===== src/design/es2cal_pkg.sv =====
package es2cal_pkg;

   // default width of the seconds count
   localparam int SECONDS_WIDTH_DEFAULT = 36;

   // result field widths
   localparam int SEC_WIDTH  = 6;
   localparam int MIN_WIDTH  = 6;
   localparam int HOUR_WIDTH = 5;
   localparam int WDAY_WIDTH = 3;
   localparam int YEAR_WIDTH = 12;
   localparam int YDAY_WIDTH = 9;
   localparam int MON_WIDTH  = 4;
   localparam int MDAY_WIDTH = 5;

   // day split
   localparam int SECONDS_PER_DAY   = 86400;
   localparam int SOD_WIDTH         = $clog2(SECONDS_PER_DAY);
   localparam int EPOCH_SHIFT       = 719468;
   localparam int EPOCH_SHIFT_WIDTH = $clog2(EPOCH_SHIFT + 1);
   localparam int DAYS_PER_WEEK     = 7;
   localparam int WEEKDAY_OFFSET    = 4;

   // constant dividers take one digit of this many bits per two stages
   localparam int DIV_CHUNK = 8;

   // time of day, reciprocal multiplies
   localparam int REST_WIDTH                  = 12;
   localparam int HOUR_RECIP_WIDTH            = 16;
   localparam logic [HOUR_RECIP_WIDTH-1:0] HOUR_RECIP = 16'd37283;
   localparam int HOUR_SHIFT                  = 27;
   localparam logic [SOD_WIDTH-1:0] SECS_PER_HOUR = 17'd3600;
   localparam int MIN_RECIP_WIDTH             = 12;
   localparam logic [MIN_RECIP_WIDTH-1:0] MIN_RECIP = 12'd2185;
   localparam int MIN_SHIFT                   = 17;
   localparam logic [REST_WIDTH-1:0] SECS_PER_MIN = 12'd60;

   // 400-year cycle
   localparam int DAYS_400Y  = 146097;
   localparam int DOE_WIDTH  = $clog2(DAYS_400Y);
   localparam logic [DOE_WIDTH-1:0] DAYS_100Y     = 18'd36524;
   localparam logic [DOE_WIDTH-1:0] DAYS_400Y_M1  = 18'd146096;
   localparam int RECIP_WIDTH = 18;
   localparam logic [RECIP_WIDTH-1:0] QUAD_RECIP = 18'd183860;
   localparam int QUAD_SHIFT  = 28;
   localparam int QUAD_WIDTH  = 7;
   localparam logic [RECIP_WIDTH-1:0] YOE_RECIP  = 18'd183860;
   localparam int YOE_SHIFT   = 26;
   localparam int YOE_WIDTH   = 9;
   localparam logic [DOE_WIDTH-1:0] DAYS_1Y = 18'd365;
   localparam logic [YEAR_WIDTH-1:0] YEARS_400  = 12'd400;
   localparam logic [YEAR_WIDTH-1:0] YEAR_BASE  = 12'd1900;

   // month selection
   localparam int MP_WIDTH = 4;
   localparam logic [MP_WIDTH-1:0] MP_JANUARY = 4'd10;
   localparam logic [MON_WIDTH-1:0] MON_MARCH = 4'd2;
   localparam logic [YDAY_WIDTH-1:0] MARCH_START [12] = '{
      9'd0, 9'd31, 9'd61, 9'd92, 9'd122, 9'd153,
      9'd184, 9'd214, 9'd245, 9'd275, 9'd306, 9'd337
   };
   localparam logic [YDAY_WIDTH-1:0] MONTH_START [12] = '{
      9'd0, 9'd31, 9'd59, 9'd90, 9'd120, 9'd151,
      9'd181, 9'd212, 9'd243, 9'd273, 9'd304, 9'd334
   };

   // register stages of the date unit
   localparam int CIVIL_STAGES = 7;

   typedef struct packed {
      logic [SEC_WIDTH-1:0]  second;
      logic [MIN_WIDTH-1:0]  minute;
      logic [HOUR_WIDTH-1:0] hour;
      logic [WDAY_WIDTH-1:0] weekday;
   } tod_type;

   typedef struct packed {
      logic [YEAR_WIDTH-1:0] years_since_1900;
      logic [YDAY_WIDTH-1:0] day_of_year;
      logic [MON_WIDTH-1:0]  month;
      logic [MDAY_WIDTH-1:0] day_of_month;
   } date_type;

endpackage


===== src/design/es2cal_if.sv =====
interface es2cal_req_if #(
   parameter int SECONDS_WIDTH = es2cal_pkg::SECONDS_WIDTH_DEFAULT
);
   logic                     valid;
   logic                     ready;
   logic [SECONDS_WIDTH-1:0] epoch_seconds;

   modport source (output valid, output epoch_seconds, input ready);
   modport sink (input valid, input epoch_seconds, output ready);
endinterface

interface es2cal_rsp_if;
   import es2cal_pkg::*;

   logic                  valid;
   logic                  ready;
   logic [SEC_WIDTH-1:0]  second;
   logic [MIN_WIDTH-1:0]  minute;
   logic [HOUR_WIDTH-1:0] hour;
   logic [WDAY_WIDTH-1:0] weekday;
   logic [YEAR_WIDTH-1:0] years_since_1900;
   logic [YDAY_WIDTH-1:0] day_of_year;
   logic [MON_WIDTH-1:0]  month;
   logic [MDAY_WIDTH-1:0] day_of_month;

   modport source (
      output valid, output second, output minute, output hour, output weekday,
      output years_since_1900, output day_of_year, output month, output day_of_month,
      input ready
   );
   modport sink (
      input valid, input second, input minute, input hour, input weekday,
      input years_since_1900, input day_of_year, input month, input day_of_month,
      output ready
   );
endinterface


===== src/design/es2cal_cdiv.sv =====
module es2cal_cdiv #(
   parameter int WIDTH   = 36,
   parameter int DIVISOR = 86400
) (
   input  logic                         clock,
   input  logic                         reset,
   input  logic                         en,
   input  logic                         in_valid,
   input  logic [WIDTH-1:0]             dividend,
   output logic                         out_valid,
   output logic [WIDTH-1:0]             quotient,
   output logic [$clog2(DIVISOR)-1:0]   remainder
);
   import es2cal_pkg::*;

   localparam int REM_WIDTH   = $clog2(DIVISOR);
   localparam int STEPS       = (WIDTH + DIV_CHUNK - 1) / DIV_CHUNK;
   localparam int STAGES      = 2 * STEPS;
   localparam int PAD_WIDTH   = STEPS * DIV_CHUNK;
   localparam int PART_WIDTH  = REM_WIDTH + DIV_CHUNK;
   localparam int RECIP_SHIFT = PART_WIDTH + REM_WIDTH;
   localparam int RECIP_BITS  = PART_WIDTH + 1;
   localparam int PROD_WIDTH  = PART_WIDTH + RECIP_BITS;
   localparam longint RECIP_VALUE = ((longint'(1) << RECIP_SHIFT) + longint'(DIVISOR) - 1)
                                    / longint'(DIVISOR);
   localparam logic [RECIP_BITS-1:0] RECIP     = RECIP_BITS'(RECIP_VALUE);
   localparam logic [PART_WIDTH-1:0] DIVISOR_P = PART_WIDTH'(DIVISOR);

   logic [STAGES-1:0]     vld_ff;
   logic [PAD_WIDTH-1:0]  word_a_ff [STEPS];
   logic [PART_WIDTH-1:0] part_ff   [STEPS];
   logic [DIV_CHUNK-1:0]  quot_ff   [STEPS];
   logic [PAD_WIDTH-1:0]  word_b_ff [STEPS];
   logic [REM_WIDTH-1:0]  rem_ff    [STEPS];

   // valid bits follow the words down the chain
   always_ff @(posedge clock) begin
      if (reset) begin
         vld_ff <= '0;
      end else if (en) begin
         vld_ff <= {vld_ff[STAGES-2:0], in_valid};
      end
   end

   // one quotient digit per two stages, dividend shifts out as quotient shifts in
   for (genvar i = 0; i < STEPS; i++) begin : g_step
      logic [PAD_WIDTH-1:0]  word_src;
      logic [REM_WIDTH-1:0]  rem_src;
      logic [PART_WIDTH-1:0] part_in;
      logic [PROD_WIDTH-1:0] prod;
      logic [DIV_CHUNK-1:0]  quot_in;
      logic [PART_WIDTH-1:0] rem_full;

      if (i == 0) begin : g_head
         assign word_src = PAD_WIDTH'(dividend);
         assign rem_src  = '0;
      end else begin : g_body
         assign word_src = word_b_ff[i-1];
         assign rem_src  = rem_ff[i-1];
      end

      // first stage: quotient digit by reciprocal multiply
      assign part_in = {rem_src, word_src[PAD_WIDTH-1 -: DIV_CHUNK]};
      assign prod    = PROD_WIDTH'(part_in) * PROD_WIDTH'(RECIP);
      assign quot_in = prod[RECIP_SHIFT +: DIV_CHUNK];

      always_ff @(posedge clock) begin
         if (en) begin
            word_a_ff[i] <= PAD_WIDTH'({word_src, quot_in});
            part_ff[i]   <= part_in;
            quot_ff[i]   <= quot_in;
         end
      end

      // second stage: remainder carried into the next digit
      assign rem_full = part_ff[i] - PART_WIDTH'(quot_ff[i]) * DIVISOR_P;

      always_ff @(posedge clock) begin
         if (en) begin
            word_b_ff[i] <= word_a_ff[i];
            rem_ff[i]    <= REM_WIDTH'(rem_full);
         end
      end
   end

   assign out_valid = vld_ff[STAGES-1];
   assign quotient  = word_b_ff[STEPS-1][WIDTH-1:0];
   assign remainder = rem_ff[STEPS-1];

endmodule


===== src/design/es2cal_dly.sv =====
module es2cal_dly #(
   parameter int WIDTH = 20,
   parameter int DEPTH = 28
) (
   input  logic             clock,
   input  logic             en,
   input  logic [WIDTH-1:0] data_in,
   output logic [WIDTH-1:0] data_out
);
   logic [WIDTH-1:0] tap_ff [DEPTH];

   // side words ride alongside the divider chain
   for (genvar i = 0; i < DEPTH; i++) begin : g_tap
      logic [WIDTH-1:0] tap_in;

      if (i == 0) begin : g_head
         assign tap_in = data_in;
      end else begin : g_body
         assign tap_in = tap_ff[i-1];
      end

      always_ff @(posedge clock) begin
         if (en) begin
            tap_ff[i] <= tap_in;
         end
      end
   end

   assign data_out = tap_ff[DEPTH-1];

endmodule


===== src/design/es2cal_tod.sv =====
module es2cal_tod #(
   parameter int DAYS_WIDTH = 20,
   parameter int Z_WIDTH    = 21
) (
   input  logic                           clock,
   input  logic                           reset,
   input  logic                           en,
   input  logic                           in_valid,
   input  logic [DAYS_WIDTH-1:0]          days,
   input  logic [es2cal_pkg::SOD_WIDTH-1:0] sod,
   output logic                           out_valid,
   output logic [Z_WIDTH-1:0]             z,
   output es2cal_pkg::tod_type            tod
);
   import es2cal_pkg::*;

   localparam int DIGITS      = (DAYS_WIDTH + 2) / 3;
   localparam int WSUM_WIDTH  = $clog2(7 * DIGITS + 1);
   localparam int FOLD_WIDTH  = 5;
   localparam int STAGES      = 4;

   logic [STAGES-1:0] vld_ff;

   // stage 1: hour by reciprocal, octal digit sum of the day count, shifted day count
   logic [SOD_WIDTH+HOUR_RECIP_WIDTH-1:0] hour_prod;
   logic [3*DIGITS-1:0]                   days_pad;
   logic [WSUM_WIDTH-1:0]                 wsum_in;
   logic [HOUR_WIDTH-1:0]                 hour1_in;
   logic [Z_WIDTH-1:0]                    z1_in;
   logic [SOD_WIDTH-1:0]                  sod1_ff;
   logic [HOUR_WIDTH-1:0]                 hour1_ff;
   logic [WSUM_WIDTH-1:0]                 wsum1_ff;
   logic [Z_WIDTH-1:0]                    z1_ff;

   assign hour_prod = (SOD_WIDTH + HOUR_RECIP_WIDTH)'(sod)
                      * (SOD_WIDTH + HOUR_RECIP_WIDTH)'(HOUR_RECIP);
   assign hour1_in  = hour_prod[HOUR_SHIFT +: HOUR_WIDTH];
   assign days_pad  = (3 * DIGITS)'(days);
   assign z1_in     = Z_WIDTH'(days) + Z_WIDTH'(EPOCH_SHIFT);

   // eight is one modulo seven, so the digits sum keeps the residue
   always_comb begin
      wsum_in = '0;
      for (int k = 0; k < DIGITS; k++) begin
         wsum_in = wsum_in + WSUM_WIDTH'(days_pad[3*k +: 3]);
      end
   end

   always_ff @(posedge clock) begin
      if (en) begin
         sod1_ff  <= sod;
         hour1_ff <= hour1_in;
         wsum1_ff <= wsum_in;
         z1_ff    <= z1_in;
      end
   end

   // stage 2: seconds left in the hour, first residue fold with the epoch weekday
   logic [SOD_WIDTH-1:0]  hour_secs;
   logic [REST_WIDTH-1:0] rest2_in;
   logic [FOLD_WIDTH-1:0] fold2_in;
   logic [HOUR_WIDTH-1:0] hour2_ff;
   logic [REST_WIDTH-1:0] rest2_ff;
   logic [FOLD_WIDTH-1:0] fold2_ff;
   logic [Z_WIDTH-1:0]    z2_ff;

   assign hour_secs = SOD_WIDTH'(hour1_ff) * SECS_PER_HOUR;
   assign rest2_in  = REST_WIDTH'(sod1_ff - hour_secs);
   assign fold2_in  = FOLD_WIDTH'(wsum1_ff >> 3) + FOLD_WIDTH'(wsum1_ff[2:0])
                      + FOLD_WIDTH'(WEEKDAY_OFFSET);

   always_ff @(posedge clock) begin
      if (en) begin
         hour2_ff <= hour1_ff;
         rest2_ff <= rest2_in;
         fold2_ff <= fold2_in;
         z2_ff    <= z1_ff;
      end
   end

   // stage 3: minute by reciprocal, weekday from the second fold
   logic [REST_WIDTH+MIN_RECIP_WIDTH-1:0] min_prod;
   logic [MIN_WIDTH-1:0]  min3_in;
   logic [3:0]            fold3;
   logic [WDAY_WIDTH-1:0] wday3_in;
   logic [HOUR_WIDTH-1:0] hour3_ff;
   logic [REST_WIDTH-1:0] rest3_ff;
   logic [MIN_WIDTH-1:0]  min3_ff;
   logic [WDAY_WIDTH-1:0] wday3_ff;
   logic [Z_WIDTH-1:0]    z3_ff;

   assign min_prod = (REST_WIDTH + MIN_RECIP_WIDTH)'(rest2_ff)
                     * (REST_WIDTH + MIN_RECIP_WIDTH)'(MIN_RECIP);
   assign min3_in  = min_prod[MIN_SHIFT +: MIN_WIDTH];
   assign fold3    = 4'(fold2_ff[4:3]) + 4'(fold2_ff[2:0]);
   assign wday3_in = (fold3 >= 4'(DAYS_PER_WEEK)) ? WDAY_WIDTH'(fold3 - 4'(DAYS_PER_WEEK))
                                                  : WDAY_WIDTH'(fold3);

   always_ff @(posedge clock) begin
      if (en) begin
         hour3_ff <= hour2_ff;
         rest3_ff <= rest2_ff;
         min3_ff  <= min3_in;
         wday3_ff <= wday3_in;
         z3_ff    <= z2_ff;
      end
   end

   // stage 4: second of the minute
   logic [SEC_WIDTH-1:0] sec4_in;
   tod_type              tod4_ff;
   logic [Z_WIDTH-1:0]   z4_ff;

   assign sec4_in = SEC_WIDTH'(rest3_ff - REST_WIDTH'(min3_ff) * SECS_PER_MIN);

   always_ff @(posedge clock) begin
      if (en) begin
         tod4_ff.second  <= sec4_in;
         tod4_ff.minute  <= min3_ff;
         tod4_ff.hour    <= hour3_ff;
         tod4_ff.weekday <= wday3_ff;
         z4_ff           <= z3_ff;
      end
   end

   // valid bits
   always_ff @(posedge clock) begin
      if (reset) begin
         vld_ff <= '0;
      end else if (en) begin
         vld_ff <= {vld_ff[STAGES-2:0], in_valid};
      end
   end

   assign out_valid = vld_ff[STAGES-1];
   assign z         = z4_ff;
   assign tod       = tod4_ff;

endmodule


===== src/design/es2cal_civil.sv =====
module es2cal_civil #(
   parameter int ERA_WIDTH = 4
) (
   input  logic                             clock,
   input  logic                             reset,
   input  logic                             en,
   input  logic                             in_valid,
   input  logic [es2cal_pkg::DOE_WIDTH-1:0] doe,
   input  logic [ERA_WIDTH-1:0]             era,
   output logic                             out_valid,
   output es2cal_pkg::date_type             date
);
   import es2cal_pkg::*;

   logic [CIVIL_STAGES-1:0] vld_ff;

   // stage 1: corrections for 4-, 100- and 400-year boundaries, era years
   logic [DOE_WIDTH+RECIP_WIDTH-1:0] quad_prod;
   logic [QUAD_WIDTH-1:0] quad1_in;
   logic [2:0]            cent1_in;
   logic                  last1_in;
   logic [YEAR_WIDTH-1:0] eyear1_in;
   logic [DOE_WIDTH-1:0]  doe1_ff;
   logic [QUAD_WIDTH-1:0] quad1_ff;
   logic [2:0]            cent1_ff;
   logic                  last1_ff;
   logic [YEAR_WIDTH-1:0] eyear1_ff;

   assign quad_prod = (DOE_WIDTH + RECIP_WIDTH)'(doe) * (DOE_WIDTH + RECIP_WIDTH)'(QUAD_RECIP);
   assign quad1_in  = quad_prod[QUAD_SHIFT +: QUAD_WIDTH];
   assign cent1_in  = 3'(doe >= DAYS_100Y) + 3'(doe >= 2 * DAYS_100Y)
                      + 3'(doe >= 3 * DAYS_100Y) + 3'(doe >= DAYS_400Y_M1);
   assign last1_in  = doe == DAYS_400Y_M1;
   assign eyear1_in = YEAR_WIDTH'(era) * YEARS_400;

   always_ff @(posedge clock) begin
      if (en) begin
         doe1_ff   <= doe;
         quad1_ff  <= quad1_in;
         cent1_ff  <= cent1_in;
         last1_ff  <= last1_in;
         eyear1_ff <= eyear1_in;
      end
   end

   // stage 2: day count on a uniform 365-day grid
   logic [DOE_WIDTH-1:0]  flat2_in;
   logic [DOE_WIDTH-1:0]  doe2_ff;
   logic [DOE_WIDTH-1:0]  flat2_ff;
   logic [YEAR_WIDTH-1:0] eyear2_ff;

   assign flat2_in = doe1_ff - DOE_WIDTH'(quad1_ff) + DOE_WIDTH'(cent1_ff)
                     - DOE_WIDTH'(last1_ff);

   always_ff @(posedge clock) begin
      if (en) begin
         doe2_ff   <= doe1_ff;
         flat2_ff  <= flat2_in;
         eyear2_ff <= eyear1_ff;
      end
   end

   // stage 3: year of era by reciprocal of 365
   logic [DOE_WIDTH+RECIP_WIDTH-1:0] yoe_prod;
   logic [YOE_WIDTH-1:0]  yoe3_in;
   logic [DOE_WIDTH-1:0]  doe3_ff;
   logic [YOE_WIDTH-1:0]  yoe3_ff;
   logic [YEAR_WIDTH-1:0] eyear3_ff;

   assign yoe_prod = (DOE_WIDTH + RECIP_WIDTH)'(flat2_ff) * (DOE_WIDTH + RECIP_WIDTH)'(YOE_RECIP);
   assign yoe3_in  = yoe_prod[YOE_SHIFT +: YOE_WIDTH];

   always_ff @(posedge clock) begin
      if (en) begin
         doe3_ff   <= doe2_ff;
         yoe3_ff   <= yoe3_in;
         eyear3_ff <= eyear2_ff;
      end
   end

   // stage 4: day within the march-based year
   logic [1:0]            cent4;
   logic [DOE_WIDTH-1:0]  year_days;
   logic [YDAY_WIDTH-1:0] doy4_in;
   logic [YDAY_WIDTH-1:0] doy4_ff;
   logic [YOE_WIDTH-1:0]  yoe4_ff;
   logic [YEAR_WIDTH-1:0] eyear4_ff;

   assign cent4     = 2'(yoe3_ff >= 9'd100) + 2'(yoe3_ff >= 9'd200) + 2'(yoe3_ff >= 9'd300);
   assign year_days = DOE_WIDTH'(yoe3_ff) * DAYS_1Y + DOE_WIDTH'(yoe3_ff[YOE_WIDTH-1:2])
                      - DOE_WIDTH'(cent4);
   assign doy4_in   = YDAY_WIDTH'(doe3_ff - year_days);

   always_ff @(posedge clock) begin
      if (en) begin
         doy4_ff   <= doy4_in;
         yoe4_ff   <= yoe3_ff;
         eyear4_ff <= eyear3_ff;
      end
   end

   // stage 5: month from march by boundary compares
   logic [MP_WIDTH-1:0]   mp5_in;
   logic [MP_WIDTH-1:0]   mp5_ff;
   logic [YDAY_WIDTH-1:0] doy5_ff;
   logic [YOE_WIDTH-1:0]  yoe5_ff;
   logic [YEAR_WIDTH-1:0] eyear5_ff;

   always_comb begin
      mp5_in = '0;
      for (int k = 1; k < 12; k++) begin
         mp5_in = mp5_in + MP_WIDTH'(doy4_ff >= MARCH_START[k]);
      end
   end

   always_ff @(posedge clock) begin
      if (en) begin
         mp5_ff    <= mp5_in;
         doy5_ff   <= doy4_ff;
         yoe5_ff   <= yoe4_ff;
         eyear5_ff <= eyear4_ff;
      end
   end

   // stage 6: day of month, january-based month, calendar year
   logic                  jan_feb;
   logic [MDAY_WIDTH-1:0] mday6_in;
   logic [MON_WIDTH-1:0]  mon6_in;
   logic [YOE_WIDTH-1:0]  cyc6_in;
   logic [YEAR_WIDTH-1:0] year6_in;
   logic [MDAY_WIDTH-1:0] mday6_ff;
   logic [MON_WIDTH-1:0]  mon6_ff;
   logic [YOE_WIDTH-1:0]  cyc6_ff;
   logic [YEAR_WIDTH-1:0] year6_ff;

   assign jan_feb  = mp5_ff >= MP_JANUARY;
   assign mday6_in = MDAY_WIDTH'(doy5_ff - MARCH_START[mp5_ff] + YDAY_WIDTH'(1));
   assign mon6_in  = jan_feb ? MON_WIDTH'(mp5_ff - MP_JANUARY) : MON_WIDTH'(mp5_ff) + MON_MARCH;
   assign cyc6_in  = yoe5_ff + YOE_WIDTH'(jan_feb);
   assign year6_in = eyear5_ff + YEAR_WIDTH'(yoe5_ff) + YEAR_WIDTH'(jan_feb) - YEAR_BASE;

   always_ff @(posedge clock) begin
      if (en) begin
         mday6_ff <= mday6_in;
         mon6_ff  <= mon6_in;
         cyc6_ff  <= cyc6_in;
         year6_ff <= year6_in;
      end
   end

   // stage 7: leap rule on the year within its 400-year cycle, day of year
   logic                  leap;
   logic [YDAY_WIDTH-1:0] yday7_in;
   date_type              date7_ff;

   assign leap     = (cyc6_ff[1:0] == 2'd0)
                     && !(cyc6_ff == 9'd100 || cyc6_ff == 9'd200 || cyc6_ff == 9'd300);
   assign yday7_in = MONTH_START[mon6_ff] + YDAY_WIDTH'(mday6_ff) - YDAY_WIDTH'(1)
                     + YDAY_WIDTH'(leap && (mon6_ff >= MON_MARCH));

   always_ff @(posedge clock) begin
      if (en) begin
         date7_ff.years_since_1900 <= year6_ff;
         date7_ff.day_of_year      <= yday7_in;
         date7_ff.month            <= mon6_ff;
         date7_ff.day_of_month     <= mday6_ff;
      end
   end

   // valid bits
   always_ff @(posedge clock) begin
      if (reset) begin
         vld_ff <= '0;
      end else if (en) begin
         vld_ff <= {vld_ff[CIVIL_STAGES-2:0], in_valid};
      end
   end

   assign out_valid = vld_ff[CIVIL_STAGES-1];
   assign date      = date7_ff;

endmodule


===== src/design/epoch_seconds_to_calendar.sv =====
// channel    dir  handshake      word
// req_chan   in   valid / ready  epoch_seconds
// rsp_chan   out  valid / ready  second, minute, hour, weekday, years_since_1900,
//                                day_of_year, month, day_of_month
//
// accepts one word per cycle while no result is stalled; the shifted day count
// is 21 bits wide at the default width
// the two constant dividers (by 86400 and by 146097) work one byte at a time
// synchronous reset clears the valid bits only
// a stalled result freezes the whole pipe; req_chan.ready is low only then
module epoch_seconds_to_calendar #(
   parameter int SECONDS_WIDTH = es2cal_pkg::SECONDS_WIDTH_DEFAULT
) (
   input logic          clock,
   input logic          reset,
   es2cal_req_if.sink   req_chan,
   es2cal_rsp_if.source rsp_chan
);
   import es2cal_pkg::*;

   localparam int DAYS_WIDTH = SECONDS_WIDTH - SOD_WIDTH + 1;
   localparam int Z_WIDTH    = ((DAYS_WIDTH > EPOCH_SHIFT_WIDTH) ? DAYS_WIDTH
                                                                 : EPOCH_SHIFT_WIDTH) + 1;
   localparam int ERA_WIDTH  = Z_WIDTH - DOE_WIDTH + 1;
   localparam int ERA_DIV_STAGES = 2 * ((Z_WIDTH + DIV_CHUNK - 1) / DIV_CHUNK);

   logic en;

   // pipe advances unless a result is held
   assign en             = !rsp_chan.valid || rsp_chan.ready;
   assign req_chan.ready = en;

   // seconds into whole days and second of day
   logic                     day_vld;
   logic [SECONDS_WIDTH-1:0] day_quot;
   logic [SOD_WIDTH-1:0]     sod;

   es2cal_cdiv #(
      .WIDTH   (SECONDS_WIDTH),
      .DIVISOR (SECONDS_PER_DAY)
   ) u_day_div (
      .clock     (clock),
      .reset     (reset),
      .en        (en),
      .in_valid  (req_chan.valid),
      .dividend  (req_chan.epoch_seconds),
      .out_valid (day_vld),
      .quotient  (day_quot),
      .remainder (sod)
   );

   // time of day, weekday, day count from the march-based origin
   logic               tod_vld;
   logic [Z_WIDTH-1:0] z;
   tod_type            tod;

   es2cal_tod #(
      .DAYS_WIDTH (DAYS_WIDTH),
      .Z_WIDTH    (Z_WIDTH)
   ) u_tod (
      .clock     (clock),
      .reset     (reset),
      .en        (en),
      .in_valid  (day_vld),
      .days      (day_quot[DAYS_WIDTH-1:0]),
      .sod       (sod),
      .out_valid (tod_vld),
      .z         (z),
      .tod       (tod)
   );

   // day count into 400-year eras and day of era
   logic               era_vld;
   logic [Z_WIDTH-1:0] era_quot;
   logic [DOE_WIDTH-1:0] doe;

   es2cal_cdiv #(
      .WIDTH   (Z_WIDTH),
      .DIVISOR (DAYS_400Y)
   ) u_era_div (
      .clock     (clock),
      .reset     (reset),
      .en        (en),
      .in_valid  (tod_vld),
      .dividend  (z),
      .out_valid (era_vld),
      .quotient  (era_quot),
      .remainder (doe)
   );

   // time of day waits for the date
   tod_type tod_late;

   es2cal_dly #(
      .WIDTH ($bits(tod_type)),
      .DEPTH (ERA_DIV_STAGES + CIVIL_STAGES)
   ) u_tod_dly (
      .clock    (clock),
      .en       (en),
      .data_in  (tod),
      .data_out (tod_late)
   );

   // calendar date from era and day of era
   logic     date_vld;
   date_type date;

   es2cal_civil #(
      .ERA_WIDTH (ERA_WIDTH)
   ) u_civil (
      .clock     (clock),
      .reset     (reset),
      .en        (en),
      .in_valid  (era_vld),
      .doe       (doe),
      .era       (era_quot[ERA_WIDTH-1:0]),
      .out_valid (date_vld),
      .date      (date)
   );

   // result word
   assign rsp_chan.valid            = date_vld;
   assign rsp_chan.second           = tod_late.second;
   assign rsp_chan.minute           = tod_late.minute;
   assign rsp_chan.hour             = tod_late.hour;
   assign rsp_chan.weekday          = tod_late.weekday;
   assign rsp_chan.years_since_1900 = date.years_since_1900;
   assign rsp_chan.day_of_year      = date.day_of_year;
   assign rsp_chan.month            = date.month;
   assign rsp_chan.day_of_month     = date.day_of_month;

endmodule


===== src/flat_wrapper.sv =====
// flat-port wrapper written by rule: the top's interface ports become plain ports
module epoch_seconds_to_calendar_flat import es2cal_pkg::*;
#(
   parameter int SECONDS_WIDTH = es2cal_pkg::SECONDS_WIDTH_DEFAULT
)
  (clock, reset, req_chan_valid, req_chan_epoch_seconds, req_chan_ready, rsp_chan_valid, rsp_chan_second, rsp_chan_minute, rsp_chan_hour, rsp_chan_weekday, rsp_chan_years_since_1900, rsp_chan_day_of_year, rsp_chan_month, rsp_chan_day_of_month, rsp_chan_ready);
  es2cal_req_if #(.SECONDS_WIDTH(SECONDS_WIDTH)) req_chan_i ();
  es2cal_rsp_if rsp_chan_i ();
  input logic clock;
  input logic reset;
  input wire logic [$bits(req_chan_i.valid)-1:0] req_chan_valid;
  input wire logic [$bits(req_chan_i.epoch_seconds)-1:0] req_chan_epoch_seconds;
  output wire logic [$bits(req_chan_i.ready)-1:0] req_chan_ready;
  output wire logic [$bits(rsp_chan_i.valid)-1:0] rsp_chan_valid;
  output wire logic [$bits(rsp_chan_i.second)-1:0] rsp_chan_second;
  output wire logic [$bits(rsp_chan_i.minute)-1:0] rsp_chan_minute;
  output wire logic [$bits(rsp_chan_i.hour)-1:0] rsp_chan_hour;
  output wire logic [$bits(rsp_chan_i.weekday)-1:0] rsp_chan_weekday;
  output wire logic [$bits(rsp_chan_i.years_since_1900)-1:0] rsp_chan_years_since_1900;
  output wire logic [$bits(rsp_chan_i.day_of_year)-1:0] rsp_chan_day_of_year;
  output wire logic [$bits(rsp_chan_i.month)-1:0] rsp_chan_month;
  output wire logic [$bits(rsp_chan_i.day_of_month)-1:0] rsp_chan_day_of_month;
  input wire logic [$bits(rsp_chan_i.ready)-1:0] rsp_chan_ready;
  assign req_chan_i.valid = req_chan_valid;
  assign req_chan_i.epoch_seconds = req_chan_epoch_seconds;
  assign req_chan_ready = req_chan_i.ready;
  assign rsp_chan_valid = rsp_chan_i.valid;
  assign rsp_chan_second = rsp_chan_i.second;
  assign rsp_chan_minute = rsp_chan_i.minute;
  assign rsp_chan_hour = rsp_chan_i.hour;
  assign rsp_chan_weekday = rsp_chan_i.weekday;
  assign rsp_chan_years_since_1900 = rsp_chan_i.years_since_1900;
  assign rsp_chan_day_of_year = rsp_chan_i.day_of_year;
  assign rsp_chan_month = rsp_chan_i.month;
  assign rsp_chan_day_of_month = rsp_chan_i.day_of_month;
  assign rsp_chan_i.ready = rsp_chan_ready;
  epoch_seconds_to_calendar #(.SECONDS_WIDTH(SECONDS_WIDTH)) u_core (.clock(clock), .reset(reset), .req_chan(req_chan_i), .rsp_chan(rsp_chan_i));
endmodule

===== config.mk =====
export PLATFORM = sky130hd
export DESIGN_NAME = epoch_seconds_to_calendar_flat
export DESIGN_NICKNAME = d
export VERILOG_FILES = /design/src/design/es2cal_pkg.sv /design/src/design/es2cal_if.sv /design/src/design/es2cal_cdiv.sv /design/src/design/es2cal_dly.sv /design/src/design/es2cal_tod.sv /design/src/design/es2cal_civil.sv /design/src/design/epoch_seconds_to_calendar.sv /design/src/flat_wrapper.sv
export SDC_FILE = /design/constraint.sdc
export NUM_CORES = 2
export LEC_CHECK = 0
export ABC_AREA = 1
export ABC_CLOCK_PERIOD_IN_PS = 42900
export BUFFER_PORTS_ARGS = -buffer_cell sky130_fd_sc_hd__buf_2
export CAP_MARGIN = 10
export CORE_ASPECT_RATIO = 1.5
export CORE_MARGIN = 5
export CORE_UTILIZATION = 35
export CTS_CLUSTER_DIAMETER = 60
export DETAILED_ROUTE_END_ITERATION = 6
export PLACE_DENSITY = 0.57
export SKIP_LAST_GASP = 1
export SLEW_MARGIN = 40
export SYNTH_ARGS = -nofsm -noshare
export SYNTH_HDL_FRONTEND = slang
export SYNTH_HIERARCHICAL = 1
export SYNTH_SLANG_ARGS = --single-unit

===== constraint.sdc =====
create_clock -name clock -period 42.9 [get_ports clock]
set_clock_uncertainty 0.05 [all_clocks]
set_input_delay 4.29 -clock clock [delete_from_list [all_inputs] [get_ports clock]]
set_output_delay 4.29 -clock clock [all_outputs]
set_load 0.005 [all_outputs]

Yosys cells after proc, flatten, opt, wreduce, memory -nomap -nowiden
Memory sizes are Yosys's and may differ from the RTL's. Index checks and enable logic that the tools add are counted.

Output and inout bits: 52. RAM bits: 1210. Memories: 13. Word-level logic and storage cells: 181. Bits in registers: 406. Bits in read-only memories: 288.

Memories: u_core.u_tod_dly.tap_ff (words 13, bits a word 20, rd ports 13, clocked after Yosys merged registers in 0, write ports 13, line es2cal_dly.sv:10) `logic [WIDTH-1:0] tap_ff [DEPTH];`; u_core.u_day_div.word_a_ff (words 5, bits a word 40, rd ports 5, clocked after Yosys merged registers in 0, write ports 5, line es2cal_cdiv.sv:30) `logic [PAD_WIDTH-1:0] word_a_ff [STEPS];`; u_core.u_day_div.word_b_ff (words 5, bits a word 40, rd ports 5, clocked after Yosys merged registers in 0, write ports 5, line es2cal_cdiv.sv:33) `logic [PAD_WIDTH-1:0] word_b_ff [STEPS];`; (name not given) (words 16, bits a word 9, rd ports 1, clocked after Yosys merged registers in 0, write ports 0, line es2cal_civil.sv:158) `assign yday7_in = MONTH_START[mon6_ff] + YDAY_WIDTH'(mday6_ff) - YDAY_WIDTH'(1)`; (name not given) (words 16, bits a word 9, rd ports 1, clocked after Yosys merged registers in 0, write ports 0, line es2cal_civil.sv:137) `assign mday6_in = MDAY_WIDTH'(doy5_ff - MARCH_START[mp5_ff] + YDAY_WIDTH'(1));`; u_core.u_day_div.part_ff (words 5, bits a word 25, rd ports 5, clocked after Yosys merged registers in 0, write ports 5, line es2cal_cdiv.sv:31) `logic [PART_WIDTH-1:0] part_ff [STEPS];`; +7 memories.

Equality and inequality tests: 4. Reductions and logical operators: 8. Multipliers: 22. Add/sub/neg operators: 53. Bitwise operators: 2. $lt $le $gt $ge: 23. Multiplexer cells: 8.

Operators by type and width (count): multiplier 25 x 26 -> 50 bit (second input constant) (4); multiplier 26 x 24 -> 49 bit (second input constant) (2); subtractor 17 bit (5); multiplier 18 x 16 -> 33 bit (second input constant) (2); multiplier 8 x 18 -> 18 bit (second input constant) (3); subtractor 18 bit (3); multiplier 8 x 10 -> 10 bit (second input constant) (5); greater-or-equal comparator 9 x 8 -> 1 bit (second input constant) (5); greater-or-equal comparator 18 x 17 -> 1 bit (second input constant) (2); greater-or-equal comparator 9 bit (second input constant) (4); multiplier 17 x 16 -> 32 bit (second input constant) (1); adder 4 x 1 -> 4 bit (7); greater-or-equal comparator 9 x 7 -> 1 bit (second input constant) (3); multiplier 12 x 12 -> 23 bit (second input constant) (1); adder 20 x 20 -> 21 bit (second input constant) (1); adder 18 x 3 -> 18 bit (1); adder 9 x 1 -> 9 bit (2); equality test 18 bit (second input constant) (1); greater-or-equal comparator 18 x 16 -> 1 bit (second input constant) (1); greater-or-equal comparator 18 bit (second input constant) (1); 2-to-1 mux 9 bit (2); subtractor 18 x 1 -> 18 bit (1); subtractor 18 x 7 -> 18 bit (1); adder 12 x 1 -> 12 bit (1); other kinds (48) (61).

Longest topological paths before layout
Depth after elaboration: 11. Gate-level depth with buffers: 28. Depth with buffers taken out: 28.

By module
The synthesis kept the hierarchy.

By module, submodules not included: es2cal_cdiv at u_core.u_day_div (sequential area each 12031.5 um2, instances 1, cells each 5147, area each 48251.3 um2); es2cal_civil (sequential area each 6386.1 um2, instances 1, cells each 2561, area each 24193.2 um2); es2cal_cdiv at u_core.u_era_div (sequential area each 4354.2 um2, instances 1, cells each 1972, area each 18886.9 um2); es2cal_tod (sequential area each 5154.9 um2, instances 1, cells each 1263, area each 13161.4 um2); es2cal_dly (sequential area each 7807.5 um2, instances 1, cells each 260, area each 7807.5 um2); epoch_seconds_to_calendar (sequential area each 0.0 um2, instances 1, cells each 2, area each 7.5 um2).

Worst setup path before layout
No wires, ideal clock.

Path kind: input to register. From: input rsp_chan_ready. To: register u_core.u_day_div.vld_ff[0]. Arrival time: 37.619 ns. Required time: 42.695 ns. Slack: 5.075 ns. Stages on the path: 5. Buffers on the path: 0. Library setup time: 0.155 ns. Cells stage by stage: inv_1 -> nand2_1 -> clkinv_1 -> nand2_1 -> a21oi_1.

Longest elaborated chain between the ends: 1.

Ends and longest elaborated chain: start, declared (line flat_wrapper.sv:23) `input wire logic [$bits(rsp_chan_i.ready)-1:0] rsp_chan_ready;`; logical OR 1 bit (line epoch_seconds_to_calendar.sv:30) `assign en = !rsp_chan.valid || rsp_chan.ready;`; net req_chan_ready (line flat_wrapper.sv:13) `output wire logic [$bits(req_chan_i.ready)-1:0] req_chan_ready;`; end signal, assigned (line es2cal_cdiv.sv:41) `vld_ff <= {vld_ff[STAGES-2:0], in_valid};`; end, declared (line es2cal_cdiv.sv:29) `logic [STAGES-1:0] vld_ff;`.

The timed path passes the listed nets, and every way through them passes these cells. A chain may end at the register's enable or synchronous reset.

Final worst setup path
From: input rsp_chan_ready. To: output req_chan_ready.

Longest elaborated chain between the ends: 1.

Ends and longest elaborated chain (line): logical OR 1 bit (epoch_seconds_to_calendar.sv:30); end, declared (flat_wrapper.sv:13).

No other way between the ends.

==> flow_metrics.tcl <==
set metrics [dict create \
    r2r_depth 23 \
    die_h_um 701.0 \
    dr_total_vias 70187 \
    crit_type "primary input to output port" \
    antenna_found_initial 3 \
    final-hold-violation-count 0 \
    crit_arrival_ps 4950 \
    drt_first_iter_violations 2548 \
    place_area_um2 117500 \
    post-cts-setup-buffer-count 0 \
    route.detailed.drc 0 \
    post_cts_hold_buffer_count 0 \
    globalRouteMet1Util 0.1477 \
    cell_count_after_synthesis 11156 \
    dp_slack_ps 33570 \
    crit-reg2reg-capture "u_core/u_era_div/word_a_ff[0][47]$_DFFE_PP_" \
    finalWeightedCongestion 0.8956 \
    grt_util_all_layers 0.1519 \
    crit_required_ps 38560 \
    final_layout_size_suffix_gt1_frac 0.04109 \
    layout.cell_area.non_filler_um2 122100 \
    h-tree-depth 4 \
    clockRootBuffer "clkbuf_16" \
    floorplan.io_pins 92 \
    hold_path_class "flip-flop to flip-flop" \
    worst_skew_pair.late_latency_ps 800 \
    shortest_clock_period_the_worst_path_allows_after_layout_ps 9288 \
    reg2reg_setup_slack_ps 36540 \
    most-common-layout-cells "3133 x inv_1, 2043 x nand2_1, 1940 x ha_1" \
    busiest_layer "met2" \
    layout.cells.most_common "inv_1" \
    setup_repair_after_global_routing_missed_its_margin "false" \
    timing.final.setup_violations 0 \
    floorplan.die_area_um2 329900 \
    rows 253 \
    synth_area_um2 111400 \
    outcome "finished, final reports clean" \
    clockBufferDepth 4 \
    synth.yosys.warnings 6 \
    via_count_of_the_first_global_routing_pass 74846 \
    grt_use_met3 0.01503 \
    layout_setup_ws_ps 33610 \
    post_cts.resized_instances 0 \
    postSynthAreaPerCell_um2 9.986 \
    synthToLayoutAreaGrowth_pct 9.634 \
    drt.antenna.violating_nets 0 \
    finalNetCount 14579 \
    met2_usage 0.3152 \
    fillerInstances 31527 \
    timing.critical_path.cells "buf_2, inv_1, nand2_4, buf_2" \
    critical-path-max-stage-delay_ps 240 \
    grt_overflow 0 \
    holdPathStages 0 \
    post_placement_cell_count 15495 \
    cts_buf_count 143 \
    most_used_cell_along_the_critical_path "buf_2" \
    post_detailed_route_wirelength_per_cell_um 15.82 \
    die-width_um 470.6 \
    cts_tree "yes" \
    clock.fmax_ghz 0.1077 \
    slew_violations 0 \
    worstReg2RegStart "u_core/u_era_div/rem_ff[0][20]$_DFFE_PP_" \
    numPortBuffers 91 \
    critPathMaxFanout 5 \
    detail_route.first_pass.iterations 5 \
    slew_hr 0.4310 \
    critical_path.endpoint "req_chan_ready" \
    totalWireLength_mm 249.0 \
    end_kind "output port" \
    via_per_inst 4.458 \
    tightestPinTransition_ps 853.4 \
    post-route-period-util 0.2165 \
    stdcell_count 15744 \
    grt_start_max_net_pins 134 \
    grt_pass1_wl_mm 395.1 \
    final.setup.tns_ps 0 \
    place_hpwl_mm 210.2 \
    crit_path_start "rsp_chan_ready" \
    clkSlewWorstSetupHoldPaths_ps 60 \
    placeable_core_region_um2 316900 \
    startpoint_type "primary input" \
    slowest_stage "buf_2" \
    max-cap-violations 0 \
    cts.sink_count 1175 \
    initial_core_util 0.3516 \
]
==> sequential cells by signal, summed over array words and instances (netlist names), 23 cells and up <==
register / count
u_core/u_civil/date: 30
u_core/u_day_div/part_ff: 67
u_core/u_day_div/quot_ff: 23
u_core/u_day_div/rem_ff: 71
u_core/u_day_div/word_a_ff: 97
u_core/u_day_div/word_b_ff: 116
u_core/u_era_div/part_ff: 36
u_core/u_era_div/rem_ff: 41
u_core/u_era_div/word_a_ff: 25
u_core/u_era_div/word_b_ff: 28
u_core/u_tod_dly/tap_ff: 260
==> final cells by class <==
cell class | instances | area (um2) | area share
multi-input combinational | 6828 | 64560 | 0.5286
clock buffer | 165 | 3746 | 0.03067
inverter | 3146 | 11810 | 0.09669
antenna | 2 | 5.005 | 0.00004098
sequential | 1175 | 35010 | 0.2867
clock inverter | 79 | 797.0 | 0.006526
timing repair buffer | 142 | 939.7 | 0.007694
tap | 4207 | 5264 | 0.04310
==> worst min-delay path by stage <==
stage,from,to
2_1_floorplan,u_core/u_civil/year6_ff[2]$_DFFE_PP_,u_core/u_civil/date[20]$_DFFE_PP_
3_3_place_gp,u_core/u_day_div/word_b_ff[0][126]$_DFFE_PP_,u_core/u_day_div/word_a_ff[4][14]$_DFFE_PP_
3_5_place_dp,u_core/u_civil/eyear2_ff[7]$_DFFE_PP_,u_core/u_civil/eyear3_ff[7]$_DFFE_PP_
4_1_cts,u_core/u_civil/eyear1_ff[6]$_DFFE_PP_,u_core/u_civil/eyear2_ff[6]$_DFFE_PP_
5_1_grt,u_core/u_civil/year6_ff[8]$_DFFE_PP_,u_core/u_civil/date[26]$_DFFE_PP_
6_report,u_core/u_civil/year6_ff[8]$_DFFE_PP_,u_core/u_civil/date[26]$_DFFE_PP_
==> stage by stage <==
stage / hold WS [ps] / utilization
after detailed placement: 354.5 / 0.3709
after global routing: 340.3 / 0.3854
final: 329.4 / 0.3854
after CTS: 322.1 / 0.3852
after floorplan: 350.3 / -
after global placement: 350.1 / 0.3707
==> per-layer routing <==
metal	vias to the layer above	part of all wire
met5	-	0
met4	0	0.053
met3	495	0.022
met2	830	0.58
met1	33747	0.35
li1	35115	-
==> critical path, delay by kind of cell <==
kind	cells	cell delay [ps]
simple gates	1	210
buf+inv	3	420
Power is left out: the tool's default activity adds up to more than one toggle a clock period on the data nets, which glitch-free logic cannot reach.
